--- src/rtl/core/ble_command_byte_framer_core_macros.svh ---
// Assertion helpers shared by the bcbf_front and bcbf_queue modules.
`ifndef BLE_COMMAND_BYTE_FRAMER_CORE_MACROS_SVH
`define BLE_COMMAND_BYTE_FRAMER_CORE_MACROS_SVH

// Property must hold at every clock edge out of reset.
`define BCBF_ASSERT_ALWAYS(label, clk, rst_n, expr, msg) \
    label: assert property (@(posedge clk) disable iff (!rst_n) (expr)) \
        else $error(msg);

// Consequent must hold in the same cycle as the antecedent.
`define BCBF_ASSERT_IMPLIES(label, clk, rst_n, ante, cons, msg) \
    label: assert property (@(posedge clk) disable iff (!rst_n) (ante) |-> (cons)) \
        else $error(msg);

`endif

--- src/rtl/core/bcbf_pkg.sv ---
package bcbf_pkg;

    localparam int STORE_DEPTH = 4;
    localparam int COUNT_W     = 3;
    localparam int QUEUE_DEPTH = 2;
    localparam int QUEUE_AW    = 1;
    localparam int QCOUNT_W    = 2;

    localparam logic [1:0] CMD_NONE  = 2'd0;
    localparam logic [1:0] CMD_AVOID = 2'd1;
    localparam logic [1:0] CMD_PARK  = 2'd2;

    localparam logic [7:0] CH_CR     = 8'h0D;
    localparam logic [7:0] CH_LF     = 8'h0A;
    localparam logic [7:0] RAW_AVOID = 8'h01;
    localparam logic [7:0] RAW_PARK  = 8'h02;
    localparam logic [7:0] CH_NUL    = 8'h00;
    localparam logic [7:0] CH_0      = 8'h30;
    localparam logic [7:0] CH_1      = 8'h31;
    localparam logic [7:0] CH_2      = 8'h32;
    localparam logic [7:0] CH_X_LO   = 8'h78;
    localparam logic [7:0] CH_X_UP   = 8'h58;

    typedef struct packed {
        logic [2:0] packet_length;
        logic [1:0] command;
    } t_packet;

endpackage

--- src/rtl/core/bcbf_front.sv ---
`include "ble_command_byte_framer_core_macros.svh"

module bcbf_front (
    input  logic               i_clk,
    input  logic               i_rst_n,
    input  logic               i_valid,
    input  logic [7:0]         i_rx_byte,
    output logic               o_ready,
    input  logic               i_full,
    output logic               o_push,
    output bcbf_pkg::t_packet  o_packet
);
    import bcbf_pkg::*;

    typedef logic [STORE_DEPTH-1:0][7:0] t_chars;

    function automatic logic [1:0] f_classify(input t_chars c, input logic [COUNT_W-1:0] n);
        logic park;
        logic stop;
        logic found;
        park  = (n == COUNT_W'(1) && c[0] == RAW_PARK) ||
                (n == COUNT_W'(2) && c[0] == CH_0 && c[1] == CH_2) ||
                (n == COUNT_W'(4) && c[0] == CH_0 && (c[1] == CH_X_LO || c[1] == CH_X_UP) &&
                 c[2] == CH_0 && c[3] == CH_2);
        stop  = 1'b0;
        found = 1'b0;
        for (int i = 0; i < STORE_DEPTH - 1; i++) begin
            if (!stop && COUNT_W'(i + 1) < n) begin
                if (c[i] == CH_NUL) begin
                    stop = 1'b1;
                end else if (c[i] == CH_0 && c[i+1] == CH_1) begin
                    found = 1'b1;
                end
            end
        end
        if (park) begin
            return CMD_PARK;
        end else if ((n == COUNT_W'(1) && c[0] == RAW_AVOID) || found) begin
            return CMD_AVOID;
        end
        return CMD_NONE;
    endfunction

    logic [7:0]         r_store [STORE_DEPTH-1];
    logic [COUNT_W-1:0] r_count;
    logic [COUNT_W-1:0] n_count;
    logic [COUNT_W-1:0] w_new_count;
    logic [COUNT_W-1:0] w_len;
    t_chars             w_chars;
    logic               w_accept;
    logic               w_raw;
    logic               w_term;
    logic               w_done;

    assign o_ready     = !i_full;
    assign w_accept    = i_valid && o_ready;
    assign w_raw       = (i_rx_byte == RAW_AVOID) || (i_rx_byte == RAW_PARK);
    assign w_term      = (i_rx_byte == CH_CR) || (i_rx_byte == CH_LF);
    assign w_new_count = r_count + COUNT_W'(1);

    // Current packet as it reads with the incoming byte in its slot.
    always_comb begin
        for (int i = 0; i < STORE_DEPTH; i++) begin
            if (COUNT_W'(i) == r_count) begin
                w_chars[i] = i_rx_byte;
            end else if (i < STORE_DEPTH - 1) begin
                w_chars[i] = r_store[i];
            end else begin
                w_chars[i] = CH_NUL;
            end
        end
    end

    assign w_done = (w_new_count == COUNT_W'(STORE_DEPTH)) ||
                    (w_new_count >= COUNT_W'(2) && w_chars[0] == CH_0 &&
                     (w_chars[1] == CH_1 || w_chars[1] == CH_2));
    assign w_len  = w_term ? r_count : w_new_count;

    always_comb begin
        n_count                = r_count;
        o_push                 = 1'b0;
        o_packet.command       = f_classify(w_chars, w_len);
        o_packet.packet_length = w_len;
        if (w_accept) begin
            if (w_raw) begin
                // Drop any partial packet and emit the control byte alone.
                o_push                 = 1'b1;
                o_packet.command       = (i_rx_byte == RAW_PARK) ? CMD_PARK : CMD_AVOID;
                o_packet.packet_length = COUNT_W'(1);
                n_count                = '0;
            end else if (w_term) begin
                o_push  = (r_count != '0);
                n_count = '0;
            end else if (w_done) begin
                o_push  = 1'b1;
                n_count = '0;
            end else begin
                n_count = w_new_count;
            end
        end
    end

    always_ff @(posedge i_clk) begin
        if (!i_rst_n) begin
            r_count <= '0;
        end else begin
            r_count <= n_count;
        end
    end

    always_ff @(posedge i_clk) begin
        if (w_accept && !w_raw && !w_term && !w_done) begin
            r_store[r_count[1:0]] <= i_rx_byte;
        end
    end

    `BCBF_ASSERT_ALWAYS(a_count_below_depth, i_clk, i_rst_n, r_count < COUNT_W'(STORE_DEPTH), "partial packet count reached store depth")
    `BCBF_ASSERT_IMPLIES(a_raw_emits, i_clk, i_rst_n, w_accept && w_raw, o_push, "raw control byte did not emit a packet")

endmodule

--- src/rtl/core/bcbf_queue.sv ---
`include "ble_command_byte_framer_core_macros.svh"

module bcbf_queue (
    input  logic               i_clk,
    input  logic               i_rst_n,
    input  logic               i_push,
    input  bcbf_pkg::t_packet  i_packet,
    output logic               o_full,
    input  logic               i_pop,
    output logic               o_empty,
    output bcbf_pkg::t_packet  o_packet
);
    import bcbf_pkg::*;

    t_packet               r_mem [QUEUE_DEPTH];
    logic [QUEUE_AW-1:0]   r_wr_ptr;
    logic [QUEUE_AW-1:0]   r_rd_ptr;
    logic [QCOUNT_W-1:0]   r_count;
    logic                  w_push;
    logic                  w_pop;

    assign o_full   = (r_count == QCOUNT_W'(QUEUE_DEPTH));
    assign o_empty  = (r_count == '0);
    assign w_push   = i_push && !o_full;
    assign w_pop    = i_pop && !o_empty;
    assign o_packet = r_mem[r_rd_ptr];

    always_ff @(posedge i_clk) begin
        if (!i_rst_n) begin
            r_wr_ptr <= '0;
            r_rd_ptr <= '0;
            r_count  <= '0;
        end else begin
            if (w_push) begin
                r_wr_ptr <= r_wr_ptr + QUEUE_AW'(1);
            end
            if (w_pop) begin
                r_rd_ptr <= r_rd_ptr + QUEUE_AW'(1);
            end
            if (w_push && !w_pop) begin
                r_count <= r_count + QCOUNT_W'(1);
            end else if (w_pop && !w_push) begin
                r_count <= r_count - QCOUNT_W'(1);
            end
        end
    end

    always_ff @(posedge i_clk) begin
        if (w_push) begin
            r_mem[r_wr_ptr] <= i_packet;
        end
    end

    `BCBF_ASSERT_ALWAYS(a_count_in_range, i_clk, i_rst_n, r_count <= QCOUNT_W'(QUEUE_DEPTH), "queue count past depth")
    `BCBF_ASSERT_IMPLIES(a_no_push_full, i_clk, i_rst_n, i_push, !o_full, "request pushed into full queue")

endmodule

--- src/rtl/core/bcbf_back.sv ---
module bcbf_back (
    input  logic               i_clk,
    input  logic               i_rst_n,
    input  logic               i_empty,
    input  bcbf_pkg::t_packet  i_packet,
    output logic               o_pop,
    output logic               o_valid,
    output logic [7:0]         o_data,
    input  logic               i_ready
);
    import bcbf_pkg::*;

    logic    r_valid;
    t_packet r_packet;

    // Load whenever the output slot is free or being taken this cycle.
    assign o_pop   = !i_empty && (!r_valid || i_ready);
    assign o_valid = r_valid;
    assign o_data  = {3'b000, r_packet.packet_length, r_packet.command};

    always_ff @(posedge i_clk) begin
        if (!i_rst_n) begin
            r_valid <= 1'b0;
        end else if (o_pop) begin
            r_valid <= 1'b1;
        end else if (i_ready) begin
            r_valid <= 1'b0;
        end
    end

    always_ff @(posedge i_clk) begin
        if (o_pop) begin
            r_packet <= i_packet;
        end
    end

endmodule

--- src/rtl/core/ble_command_byte_framer_core.sv ---
// Path: a packet's result is written into the queue entry at the edge that accepts its final
//   byte, then moves to the output register that drives o_m_axis_tvalid; back-pressure can hold it.
// Throughput: one byte per cycle while the packet queue is not full; a two-entry packet queue
//   ahead of the output register keeps byte intake running while a result waits downstream.
// Reset (i_rst_n low, synchronous): clears the partial packet, the queue and the output.
module ble_command_byte_framer_core (
    input  logic       i_clk,
    input  logic       i_rst_n,
    input  logic       i_s_axis_tvalid,
    output logic       o_s_axis_tready,
    input  logic [7:0] i_s_axis_tdata,   // [7:0] rx_byte
    output logic       o_m_axis_tvalid,
    input  logic       i_m_axis_tready,
    output logic [7:0] o_m_axis_tdata    // [1:0] command, [4:2] packet_length, [7:5] zero
);
    import bcbf_pkg::*;

    t_packet w_front_packet;
    t_packet w_queue_packet;
    logic    w_push;
    logic    w_full;
    logic    w_pop;
    logic    w_empty;

    bcbf_front u_front (
        .i_clk     (i_clk),
        .i_rst_n   (i_rst_n),
        .i_valid   (i_s_axis_tvalid),
        .i_rx_byte (i_s_axis_tdata),
        .o_ready   (o_s_axis_tready),
        .i_full    (w_full),
        .o_push    (w_push),
        .o_packet  (w_front_packet)
    );

    bcbf_queue u_queue (
        .i_clk    (i_clk),
        .i_rst_n  (i_rst_n),
        .i_push   (w_push),
        .i_packet (w_front_packet),
        .o_full   (w_full),
        .i_pop    (w_pop),
        .o_empty  (w_empty),
        .o_packet (w_queue_packet)
    );

    bcbf_back u_back (
        .i_clk    (i_clk),
        .i_rst_n  (i_rst_n),
        .i_empty  (w_empty),
        .i_packet (w_queue_packet),
        .o_pop    (w_pop),
        .o_valid  (o_m_axis_tvalid),
        .o_data   (o_m_axis_tdata),
        .i_ready  (i_m_axis_tready)
    );

endmodule
--- config.mk ---
export PLATFORM = sky130hd
export DESIGN_NAME = ble_command_byte_framer_core
export DESIGN_NICKNAME = d
export VERILOG_FILES = /design/src/rtl/core/bcbf_pkg.sv /design/src/rtl/core/bcbf_front.sv /design/src/rtl/core/bcbf_queue.sv /design/src/rtl/core/bcbf_back.sv /design/src/rtl/core/ble_command_byte_framer_core.sv
export VERILOG_INCLUDE_DIRS = /design/src /design/src/rtl/core
export SDC_FILE = /design/constraint.sdc
export NUM_CORES = 1
export LEC_CHECK = 0
export BUFFER_PORTS_ARGS = -buffer_cell sky130_fd_sc_hd__buf_2
export CORE_MARGIN = 1
export CORE_UTILIZATION = 63
export DETAILED_ROUTE_END_ITERATION = 10
export GPL_ROUTABILITY_DRIVEN = 0
export PLACE_DENSITY = 0.88
export SLEW_MARGIN = 10
export SYNTH_ARGS = -nofsm -noshare
export SYNTH_HDL_FRONTEND = slang
export SYNTH_SLANG_ARGS = --single-unit
--- constraint.sdc ---
create_clock -name i_clk -period 4.9 [get_ports i_clk]
set_input_delay 0.735 -clock i_clk [delete_from_list [all_inputs] [get_ports i_clk]]
set_output_delay 0.735 -clock i_clk [all_outputs]
set_load 0.02 [all_outputs]
### Word-level counts from Yosys, hierarchy flattened

Memories as Yosys holds them, arrays and structs flattened. A register that Yosys moved wholly into a read port is not among the register bits.
Index checks and enable logic that the tools add are counted.

| storage, ports and cells | value |
|---|---|
| register bits | 8 |
| latch bits | 0 |
| RAM bits | 34 |
| ROM bits | 0 |
| input bits | 12 |
| output and inout port bits | 10 |
| word-level logic and storage cells | 132 |
| memories kept | 2 |

| operators by class | value |
|---|---|
| add/subtract/negate cells | 5 |
| $mul | 0 |
| div/mod/pow operators | 0 |
| $lt $le $gt $ge | 4 |
| equal/unequal tests | 24 |
| shift operators | 0 |
| multiplexer cells | 41 |
| bitwise gates (word level) | 0 |
| reduce and logical (&&, ||, !) cells | 51 |

Memories:

| memory | depth | width | read ports | clocked after Yosys merged registers in | write ports | line | RTL |
|---|---|---|---|---|---|---|---|
| u_front.r_store | 3 | 8 | 3 | 0 | 1 | bcbf_front.sv:44 | `logic [7:0] r_store [STORE_DEPTH-1];` |
| u_queue.r_mem | 2 | 5 | 1 | 1 | 1 | bcbf_queue.sv:15 | `t_packet r_mem [QUEUE_DEPTH];` |

Operators with widths:

| kind | number |
|---|---|
| 8-bit by 6-bit equality test with 1-bit output, second input constant | 8 |
| 8-bit 2-to-1 mux | 4 |
| 1-bit 2-to-1 mux | 25 |
| 1-bit logical AND | 24 |
| 8-bit zero test | 3 |
| 8-bit by 1-bit equality test with 1-bit output, second input constant | 2 |
| 8-bit by 2-bit equality test with 1-bit output, second input constant | 2 |
| 8-bit by 4-bit equality test with 1-bit output, second input constant | 2 |
| 8-bit by 7-bit equality test with 1-bit output, second input constant | 2 |
| 2-bit 2-to-1 mux | 6 |
| 3-bit 2-to-1 mux | 4 |
| 1-bit zero test | 10 |
| 5-bit 2-to-1 mux | 2 |
| 1-bit logical OR | 9 |
| 2-bit by 3-bit equality test with 1-bit output, first input constant | 2 |
| 3-bit equality test, second input constant | 2 |
| 2-bit by 3-bit less-than comparator with 1-bit output, first input constant | 2 |
| 2-bit nonzero test | 2 |
| 3-bit by 1-bit adder with 3-bit output, second input constant | 1 |
| 1-bit by 3-bit equality test with 1-bit output, first input constant | 1 |
| 3-bit by 1-bit equality test with 1-bit output, second input constant | 1 |
| 3-bit by 2-bit equality test with 1-bit output, second input constant | 1 |
| 3-bit by 2-bit >= comparator with 1-bit output, second input constant | 1 |
| 3-bit zero test | 1 |
| 7 further kinds | 8 |

### Depth between registers and ports, before layout

Gate-level depths: netlist of run 1.

| depth | value |
|---|---|
| depth in word-level cells | 19 |
| mapped depth | 13 |
| gate-level depth less buffers | 11 |

### By module

From an unflattened synthesis of run 1, not the netlist that was laid out.

| unflattened totals | value |
|---|---|
| cell total of the unflattened synthesis | 219 |
| area, all modules | 2558.7 µm² |

Modules (own cells, without submodules):

| module | instances | cells each | area an instance (µm²) |
|---|---|---|---|
| bcbf_front | 1 | 166 | 1747.9 |
| bcbf_queue | 1 | 40 | 590.6 |
| bcbf_back | 1 | 13 | 220.2 |

### Worst setup path after synthesis of run 1

OpenSTA, ideal clock, no wires.

| path | value |
|---|---|
| kind | flip-flop to flip-flop |
| start point | reg u_front.r_count[0] |
| end point | reg u_queue.r_count[1] |
| setup time | 0.076 ns |
| data arrival time | 2.972 ns |
| path slack | 1.853 ns |
| cell stages (with the launch flop) | 12 |
| path buffers | 2 |
| path through | dfxtp_1 clkbuf_1 inv_1 ha_1 clkbuf_1 nor2_1 a221oi_1 a31oi_4 a211oi_4 ha_1 or3_1 a21boi_0 |

| between the ends | value |
|---|---|
| cells in the longest elaborated chain, start to end | 14 |

RTL lines:

| what | line | RTL |
|---|---|---|
| from (decl) | bcbf_front.sv:45 | `logic [COUNT_W-1:0] r_count;` |
| from (signal assigned) | bcbf_front.sv:107 | `r_count <= n_count;` |
| parallel branches: the longest is 7 deep, another holds 3-bit by 1-bit adder with 3-bit output | - |  |
| 1-bit 2-to-1 mux (*) | bcbf_front.sv:91 | `end else if (w_term) begin` |
| 1-bit 2-to-1 mux (*) | bcbf_front.sv:85 | `if (w_raw) begin` |
| 1-bit 2-to-1 mux (*) | bcbf_front.sv:84 | `if (w_accept) begin` |
| 1-bit logical AND (*) | bcbf_queue.sv:24 | `assign w_push = i_push && !o_full;` |
| via u_queue.w_push | bcbf_queue.sv:19 | `logic w_push;` |
| 1-bit zero test | bcbf_queue.sv:42 | `end else if (w_pop && !w_push) begin` |
| 1-bit logical AND | bcbf_queue.sv:42 |  |
| 2-bit nonzero test (no source line) | - |  |
| to (signal assigned) | bcbf_queue.sv:41 | `r_count <= r_count + QCOUNT_W'(1);` |
| to (signal assigned) | bcbf_queue.sv:43 | `r_count <= r_count - QCOUNT_W'(1);` |
| to (decl) | bcbf_queue.sv:18 | `logic [QCOUNT_W-1:0] r_count;` |

Mark *: on every way through the listed nets, which the timed path passes.
A chain may end at the register's enable or synchronous reset.

### Worst setup path in the final report of run 1

Same ends and word-level chain as after synthesis.

==> run metrics, run 1 <==
hpwl dp 3370 µm; Starting Density 65.9%; synth warn 0; RSZ-0062 raised after global routing no; drt pass-1 iters 4; Max Buffers Root-to-Sink 2; Power Dens Cells 413 mW/mm²; Setup Skew 0.0131 ns; final setup vio count 0; Fill cells 258; WL final 4730 µm; PortBufs 18; CTS H-tree lvls 2; largest net degree at the start of global routing 17; die area 0.00411 mm²; Slowest Stage Delay on Critical Path 0.62 ns; CP max FO 13; Critical Path, Cell by Cell inv_1, ha_1, nor2_1, a221oi_1, a31oi_4, a211oi_4, ha_1, or3_1, a21boi_0; clock root buffer clkbuf_8; Final period util 66.1%; Cells after Synth 203; startpoint types register; f_max 309 MHz; GR Util met2 39.6%; Cell Area, Synth 0.00243 mm²; Die X 64.1 µm; FF+latch count, synth 47; Layout area overhead 8.80%; Avg WL per Cell 17.4 µm; Ports 22; met3 Usage GRT 6.61%; main area contributors after synthesis edfxtp_1 48%, dfxtp_1 6.6%, ha_1 4.1%; core area 0.00369 mm²; Overflow after GRT 0; die height 64.1 µm; fin cells 271; Post-synth EDFFs 39; met1 Track Usage GR 34.5%; max cap viols 0; CTS sink count 47; top_reg_cell synth edfxtp_1; Syn Area/Cell 12.0 µm²; max-slew violations 0; CTS Buf Count 5; DR iter-0 viols 145; Resized cells post-CTS 0; layout cell share with drive strength beyond 1 21.1%; most used routing layer met2; Global Route Usage Sum 25.2%; Max-slew headroom 45.9%; hold_buf cts 0; dpl cells 263; most frequent cells after synthesis 39 x edfxtp_1, 17 x nor2_1, 14 x nand2_1; top-area cell type share of the netlist area 48.1%; dominant cell type by area after synthesis edfxtp_1; Worst Path Arrival 3.47 ns; Worst Tran Pin Value 0.810 ns; crit end category register; most numerous cell in the Yosys netlist edfxtp_1; Via density 6.20; Top delay family on crit path compound AO/OA/AOI/OAI gates; Worst-path clk slew 0.10 ns; Unique masters post-synth 61; initial antenna violation count 0; postcts setup bufs 0; first-pass GRT wire length 7550 µm; Critical Path RT 5.13 ns; Final Hold Fails 0; # rows 22; most frequent CP cell ha_1; VDD IR max 0.267 mV; vias 1679; Setup TNS Final 0 ns; post-route minimum period 3.24 ns; Skew-Pair Late Insertion Delay 0.31 ns; Antenna Nets Post-Route 0; Overall Power 1.09 mW; Setup Crit Path Kind register to register; Async SR Flop Fraction 0%; Buf+Inv Stages, Crit Path 1; fin nets 242; Critical-path top delay cell dfxtp_1; total DRC errors in the routed layout 0; register area share after synthesis 54.7%; status complete, no violations; Leak 0.949 nW; vias in the first global route 1501; diode count 0; Worst Hold Class register to register; CTS tree done
-- cell usage in the layout, fill, tap and decap left out, types with 2 or more instances in the layout --
master / netlist / final
a2111oi_0: 2 / 2
a211oi_1: 3 / 3
a21boi_0: 3 / 3
a21oi_1: 4 / 4
a31oi_1: 2 / 2
and2_1: 5 / 5
and3_2: 3 / 3
buf_2: 0 / 18
clkbuf_8: 1 / 5
conb_1: 1 / 3
dfxtp_1: 8 / 8
edfxtp_1: 39 / 39
ha_1: 8 / 8
inv_1: 8 / 8
mux2_2: 5 / 5
mux2i_1: 2 / 2
nand2_1: 14 / 14
nand2b_1: 4 / 4
nand3_1: 4 / 4
nand4_1: 3 / 3
nor2_1: 17 / 17
nor2b_1: 4 / 4
nor3_1: 2 / 2
nor4_1: 2 / 2
nor4b_1: 2 / 2
o21ai_0: 5 / 5
o22ai_1: 2 / 2
o31a_1: 4 / 4
or2b_2: 2 / 2
or3_1: 3 / 3
or4_1: 2 / 2
or4_4: 2 / 2
xnor2_1: 2 / 2
xor2_1: 3 / 3
-- metrics by stage --
stage / area, µm² / utilization [%] / setup slack (ns) / hold slack [ns]
global placement: 2530 / 68.6 / 1.52 / 0.519
finish: 2650 / 71.7 / 1.66 / 0.545
CTS: 2650 / 71.7 / 1.69 / 0.552
global route: 2650 / 71.7 / 1.45 / 0.576
floorplan: 2440 / - / 1.85 / 0.485
detailed placement: 2530 / 68.6 / 1.47 / 0.533
-- flip-flops by register name (all words and copies together), names as in the netlist --
name,count
u_front.r_store,24
u_queue.r_mem,10
u_back.o_data,5
u_front.r_count,3
u_queue.r_count,2
u_back.o_valid,1
u_queue.r_rd_ptr,1
u_queue.r_wr_ptr,1
-- cell families (layout without fill, tap and decap cells) --
logic type	count (synthesis)	count (layout)	synth area share [%]
AND/OR/NAND/NOR	81	81	19.7
flip-flops	47	47	54.7
AO/OA/AOI/OAI	38	38	12.8
buffers and inverters	16	34	3.65
adder cells (fa/ha/maj)	8	8	4.12
multiplexers	7	7	3.14
XOR/XNOR	5	5	1.80
other	1	3	0.154
-- power breakdown --
part           leakage, nW  internal, mW  switching [mW]
Sequential           0.428         0.502          0.0408
Clock               0.0548         0.154           0.135
Combinational        0.465        0.0968           0.165
Total                0.949         0.753           0.341
-- final cells by class --
class                   instances  area [µm²]  area share, %
repair buffers                 18        90.1           3.40
clock inverters                 3        46.3           1.75
inverters                       8        30.0           1.13
flip-flops and latches         47        1330           50.3
well taps                      48        60.1           2.27
multi-input cells             142        1020           38.5
clock buffers                   5        68.8           2.60
-- worst paths after layout --
check / start / to / slack, ns / cells past startpoint
worst min-delay path: u_queue.r_mem[1][1] / u_back.o_data[1] / 0.54 / 1
worst max register to register: u_front.r_count[0] / u_queue.r_count[1] / 1.66 / 9
worst max-delay path: u_front.r_count[0] / u_queue.r_count[1] / 1.66 / 9
worst min register to register: u_queue.r_mem[1][1] / u_back.o_data[1] / 0.54 / 1
-- metal layers --
layer	vias to the layer above	wire length, µm
met5	-	0
met4	0	52
met3	7	372
met2	89	2350
met1	787	1950
li1	796	-
Note: power is estimated with default switching activity, not from simulation.
==> run 2, diff against run 1 <==
--- a/config.mk
+++ b/config.mk
@@ -8,10 +8,10 @@
 export LEC_CHECK = 0
 export BUFFER_PORTS_ARGS = -buffer_cell sky130_fd_sc_hd__buf_2
 export CORE_MARGIN = 1
-export CORE_UTILIZATION = 63
+export CORE_UTILIZATION = 53
 export DETAILED_ROUTE_END_ITERATION = 10
 export GPL_ROUTABILITY_DRIVEN = 0
-export PLACE_DENSITY = 0.88
+export PLACE_DENSITY = 0.79
 export SLEW_MARGIN = 10
 export SYNTH_ARGS = -nofsm -noshare
 export SYNTH_HDL_FRONTEND = slang
==> constraint.sdc (replaced) <==
create_clock -name i_clk -period 2.7 [get_ports i_clk]
set_input_delay 0.405 -clock i_clk [delete_from_list [all_inputs] [get_ports i_clk]]
set_output_delay 0.405 -clock i_clk [all_outputs]
set_load 0.02 [all_outputs]
==> run 2 against run 1 <==
  * Sequential share of layout area fell by 1.8 points
  * Clock-buffer cell count rose by 1
  * Fmax rose by 21%
  * Non-clock buffer count rose by 15
  * Critical path depth fell by 1
  * Die area rose by 18%
  * First-iteration DRC count fell by 27%
  * Combinational power rose by 95%
  * Hold slack got worse by 0.18 ns
  * Critical endpoint unchanged
  * Largest power group unchanged
  * Highest routed layer unchanged
==> run metrics, run 2 (synthesized netlist as in run 1, its figures left out) <==
CTS sink count 47 (unchanged); Skew-Pair Late Insertion Delay 0.30 ns (about the same); VDD IR max 0.396 mV (+48%); die height 69.7 µm (+8.7%); Setup crit start u_front.r_store[0][2]; Hold WS 0.360 ns (-0.185 ns); Die X 69.7 µm (+8.7%); Max-slew headroom 63.9% (+18 points); Overall Power 1.88 mW (+72%); CTS Buf Count 5 (unchanged); max reg flops 24 (unchanged); CTS tree done; max cap viols 0 (unchanged); clock root buffer clkbuf_8; Final period util 99.2% (+33 points); first-pass GRT wire length 7250 µm (-3.9%); Leak 1.01 nW (+6.2%); Ports 22 (unchanged); die area 0.00486 mm² (+18%); layout cell share with drive strength beyond 1 26.1% (+5.0 points); WL final 4460 µm (-5.8%); CTS H-tree lvls 2 (unchanged); RSZ-0062 raised after global routing yes; Placed Area 0.00265 mm² (+4.6%); Antenna Nets Post-Route 0 (unchanged); max-slew violations 0 (unchanged); Hold Path Origin i_s_axis_tdata[7]; post-route minimum period 2.68 ns (-0.561 ns); capturing point of the worst reg2reg path u_queue.r_count[1]; Worst Hold Class primary input to register; drt pass-1 iters 4 (unchanged); Worst-path clk slew 0.08 ns (-0.02 ns); diode count 0 (unchanged); hpwl dp 3350 µm (-0.46%); total DRC errors in the routed layout 0 (unchanged); status complete, no violations; Starting Density 55.5% (-10 points); Via density 5.74 (-7.3%); crit end category register; PortBufs 18 (unchanged); vias 1665 (-0.83%); Power Dens Cells 685 mW/mm² (+66%); Max Buffers Root-to-Sink 2 (unchanged); hold_buf cts 0 (unchanged); flop2flop setup slack 0.02 ns (-1.64 ns); worst slack, placed 0.000856 ns (-1.47 ns); startpoint types register; core area 0.00438 mm² (+19%); vias in the first global route 1603 (+6.8%); critical path capture point u_queue.r_count[1]; Avg WL per Cell 15.4 µm (-12%); DR iter-0 viols 106 (-27%); Setup Skew 0.00664 ns (-0.00642 ns); # rows 24 (+9.1%); most frequent cells in the layout 39 x edfxtp_1, 18 x buf_2, 17 x nor2_1; Critical R2R Launch u_front.r_store[0][2]; Worst Tran Pin Value 0.539 ns (-0.271 ns); Worst Path Arrival 2.92 ns (-0.55 ns); final setup vio count 0 (unchanged); Global Route Usage Sum 19.6% (-5.5 points); commonest non-fill, non-tap cell in the layout edfxtp_1; CP max FO 3 (-10); f_max 373 MHz (+21%); cells on worst reg2reg path 8 (-1); Overflow after GRT 0 (unchanged); Critical Path RT 2.94 ns (-2.19 ns); initial antenna violation count 0 (unchanged); Fill cells 330 (+28%); largest net degree at the start of global routing 15 (-2); Setup Crit Path Kind register to register; Layout area overhead 12.9%; fin nets 257 (+6.2%); Final Hold Fails 0 (unchanged); design area 0.00275 mm² (+3.7%); worst setup margin 0.0209 ns (-1.64 ns)
run 2: cell count changes in the layout (fill, tap and decap cells not counted), sizes merged:
cell      before  now
clkbuf         5    6
clkinv         0    2
buf           18   33
inv            9    8
bufinv         1    0
clkinvlp       1    0
run 2: per-stage QoR:
step | setup TNS, ns | utilization, % | instances
CTS | 0 | 62.3 | 289
detailed placement | 0 | 60.4 | 281
global route | -0.178 | 62.6 | 290
floorplan | 0 | - | 205
global placement | 0 | 60.4 | 281
finish | 0 | 62.6 | 290
run 2: timing repair:
item,4_1_cts,5_1_grt
resized for setup,0,3
pin swaps,1,0
setup endpoints to repair,1,6
setup buffers,0,1
hold endpoints to repair,0,0
run 2: worst max-delay path, stage by stage, from the launching register on:
cell,delay [ns]
edfxtp_1,0.37
or4_4,0.54
or4_4,0.44
o22ai_4,0.18
a31oi_4,0.14
a211oi_4,0.18
ha_1,0.27
or3_1,0.36
a21boi_1,0.13
run 2: power by group:
group,internal (mW),switching (mW)
clock network,0.181,0.226
logic,0.204,0.307
registers,0.911,0.0520
total,1.30,0.585
run 2: cell type report:
class	instances	area, µm²	share of cell area [%]
multi-input combinational	142	1030	37.6
inverter	8	30.0	1.09
timing repair buffer	33	203	7.38
clock inverter	2	12.5	0.456
clock buffer	6	72.6	2.64
tap	52	65.1	2.37
sequential	47	1330	48.5
run 2: layer usage:
metal	global-route usage, %	wire length (µm)
met1	24.5	2070
met2	32.1	2110
met3	4.80	174
met4	9.11	95
met5	0	0
run 2: worst min-delay path by stage:
stage / slack, ns / endpoint / cells past startpoint
final: 0.36 / u_front.r_store[0][7] / 1
after global routing: 0.35 / u_front.r_store[0][7] / 1
after floorplan: 0.49 / u_queue.r_count[1] / 2
after global placement: 0.49 / u_front.r_count[1] / 2
after CTS: 0.36 / u_front.r_store[0][7] / 1
after detailed placement: 0.50 / u_front.r_count[1] / 2
==> run 3, diff against run 2 <==
--- a/config.mk
+++ b/config.mk
@@ -7,10 +7,12 @@
 export NUM_CORES = 1
 export LEC_CHECK = 0
 export BUFFER_PORTS_ARGS = -buffer_cell sky130_fd_sc_hd__buf_2
+export CORE_ASPECT_RATIO = 0.7
 export CORE_MARGIN = 1
 export CORE_UTILIZATION = 53
 export DETAILED_ROUTE_END_ITERATION = 10
 export GPL_ROUTABILITY_DRIVEN = 0
+export GPL_TIMING_DRIVEN = 0
 export PLACE_DENSITY = 0.79
 export SLEW_MARGIN = 10
 export SYNTH_ARGS = -nofsm -noshare
==> run 3 against run 2 <==
  * Die area about the same
  * Final cell count increased by 1.7%
  * Final area increased by 3.1%
  * Highest routed layer unchanged
==> run metrics, run 3 (synthesized netlist as in run 1, its figures left out) <==
status complete, no violations; CP max FO 2 (-1); vias in the first global route 1557 (-2.9%); Setup Crit Path Kind register to register; Layout area overhead 16.4%; Global Route Usage Sum 20.4% (+0.74 points); CTS tree done; largest net degree at the start of global routing 15 (unchanged); Antenna Nets Post-Route 0 (unchanged); Ports 22 (unchanged); diode count 0 (unchanged); f_max 370 MHz (-0.76%); max reg flops 24 (unchanged); Skew-Pair Late Insertion Delay 0.29 ns (about the same); top layer in use met4; Overflow after GRT 0 (unchanged); clock root buffer clkbuf_8; vias 1719 (+3.2%); initial antenna violation count 0 (unchanged); Setup TNS Final 0 ns (unchanged); Critical Path, Cell by Cell or4_4, or4_4, o22ai_4, a31oi_4, a211oi_4, ha_4, or3_1, a21boi_1; total DRC errors in the routed layout 0 (unchanged); commonest non-fill, non-tap cell in the layout edfxtp_1; Starting Density 55.5% (+0.063 points); Power Dens Cells 694 mW/mm² (+1.2%); Avg WL per Cell 16.3 µm (+5.9%); post-layout util 64.7% (+2.0 points); max cap viols 0 (unchanged); Slowest Stage Delay on Critical Path 0.54 ns (about the same); post-route minimum period 2.70 ns (+0.0204 ns); Leak 1.02 nW (+1.8%); RSZ-0062 raised after global routing yes; final setup vio count 0 (unchanged); Die X 83.0 µm (+19%); Setup Skew 0.00708 ns (+0.000440 ns); Final period util 100% (+0.76 points); Reg area 0.00134 mm² (+0.38%); drt pass-1 iters 5 (+1); Overall Power 1.96 mW (+4.4%); CTS Buf Count 5 (unchanged); startpoint types register; most frequent cells in the layout 39 x edfxtp_1, 18 x buf_2, 17 x nor2_1; Worst-path clk slew 0.09 ns (about the same); DRT met1 WL 2200 µm (+6.2%); Max Buffers Root-to-Sink 2 (unchanged); core area 0.00438 mm² (-0.11%); Worst Hold Class primary input to register; metal3 WL 337 µm (+94%); max-slew violations 0 (unchanged); met2 WL 2200 µm (+4.1%); Final Hold Fails 0 (unchanged); crit end category register; layout cell share with drive strength beyond 1 30.4% (+4.4 points); VDD IR max 0.485 mV (+22%); CTS sink count 47 (unchanged); Critical-path top delay cell or4_4; Worst Path Arrival 2.92 ns (about the same); CTS H-tree lvls 2 (unchanged); Max-slew headroom 58.1% (-5.8 points); die height 58.7 µm (-16%); hpwl dp 3280 µm (-2.2%); Multi-input gate area 0.00107 mm² (+3.4%); fin nets 259 (+0.78%); Fill cells 325 (-1.5%); Worst Tran Pin Value 0.625 ns (+0.0862 ns); first-pass GRT wire length 7590 µm (+4.7%); DR iter-0 viols 153 (+44%); die area 0.00487 mm² (about the same); Via density 5.83 (+1.5%); # rows 20 (-17%); WL final 4800 µm (+7.7%); Critical Path RT 2.93 ns (about the same); most frequent CP cell or4_4; PortBufs 18 (unchanged)
-- run 3: critical path, delay by kind of cell (launching register included) --
| family | cells | cell delay (ns) |
|---|---|---|
| DFF | 1 | 0.37 |
| adders and majority gates | 1 | 0.24 |
| and+or+nand+nor | 3 | 1.35 |
| AOI/OAI and AO/OA | 4 | 0.67 |
-- run 3: worst paths after layout --
path	from	endpoint	slack, ns	cells after the start
hold / removal	i_s_axis_tdata[7]	u_front.r_store[0][7]	0.37	1
setup reg to reg	u_front.r_store[0][2]	u_queue.r_count[1]	0.0004	8
setup / recovery	u_front.r_store[0][2]	u_queue.r_count[1]	0.0004	8
hold reg to reg	u_queue.r_count[1]	u_queue.r_count[1]	0.52	2
-- run 3: cell type report --
cell class / count / area share [%]
Timing Repair Buffer: 27 / 5.57
Clock inverter: 1 / 0.309
Tap cell: 55 / 2.43
Multi-Input combinational cell: 142 / 37.6
Clock buffer: 7 / 3.05
Buffer: 8 / 2.61
Inverter: 8 / 1.19
Sequential cell: 47 / 47.2
-- run 3: power by group --
| group | internal, mW | switching (mW) |
|---|---|---|
| logic | 0.233 | 0.334 |
| clock network | 0.210 | 0.222 |
| registers | 0.913 | 0.0526 |
-- run 3: per-stage QoR --
stage	instances	worst slack [ns]	hold WS [ns]	cell area, µm²
after detailed placement	278	-0.242	0.520	2610
final	295	0.000421	0.366	2830
after global placement	278	-0.221	0.508	2610
after CTS	290	-0.0230	0.363	2760
after floorplan	205	0.0174	0.485	2450
after global routing	295	-0.123	0.360	2830
-- run 3: timing repair --
item / 4_1_cts / 5_1_grt
cloned: 0 / 0
gates resized for setup: 7 / 12
buffers inserted: 4 / 5
hold buffers: 0 / 0
setup endpoints to repair: 11 / 17
pin swaps: 5 / 4
-- run 3: routing by layer --
layer	GRT usage (%)	up-vias
met5	0	-
met4	5.42	0
met3	4.21	8
met2	31.6	75
met1	29.6	803
li1	-	833
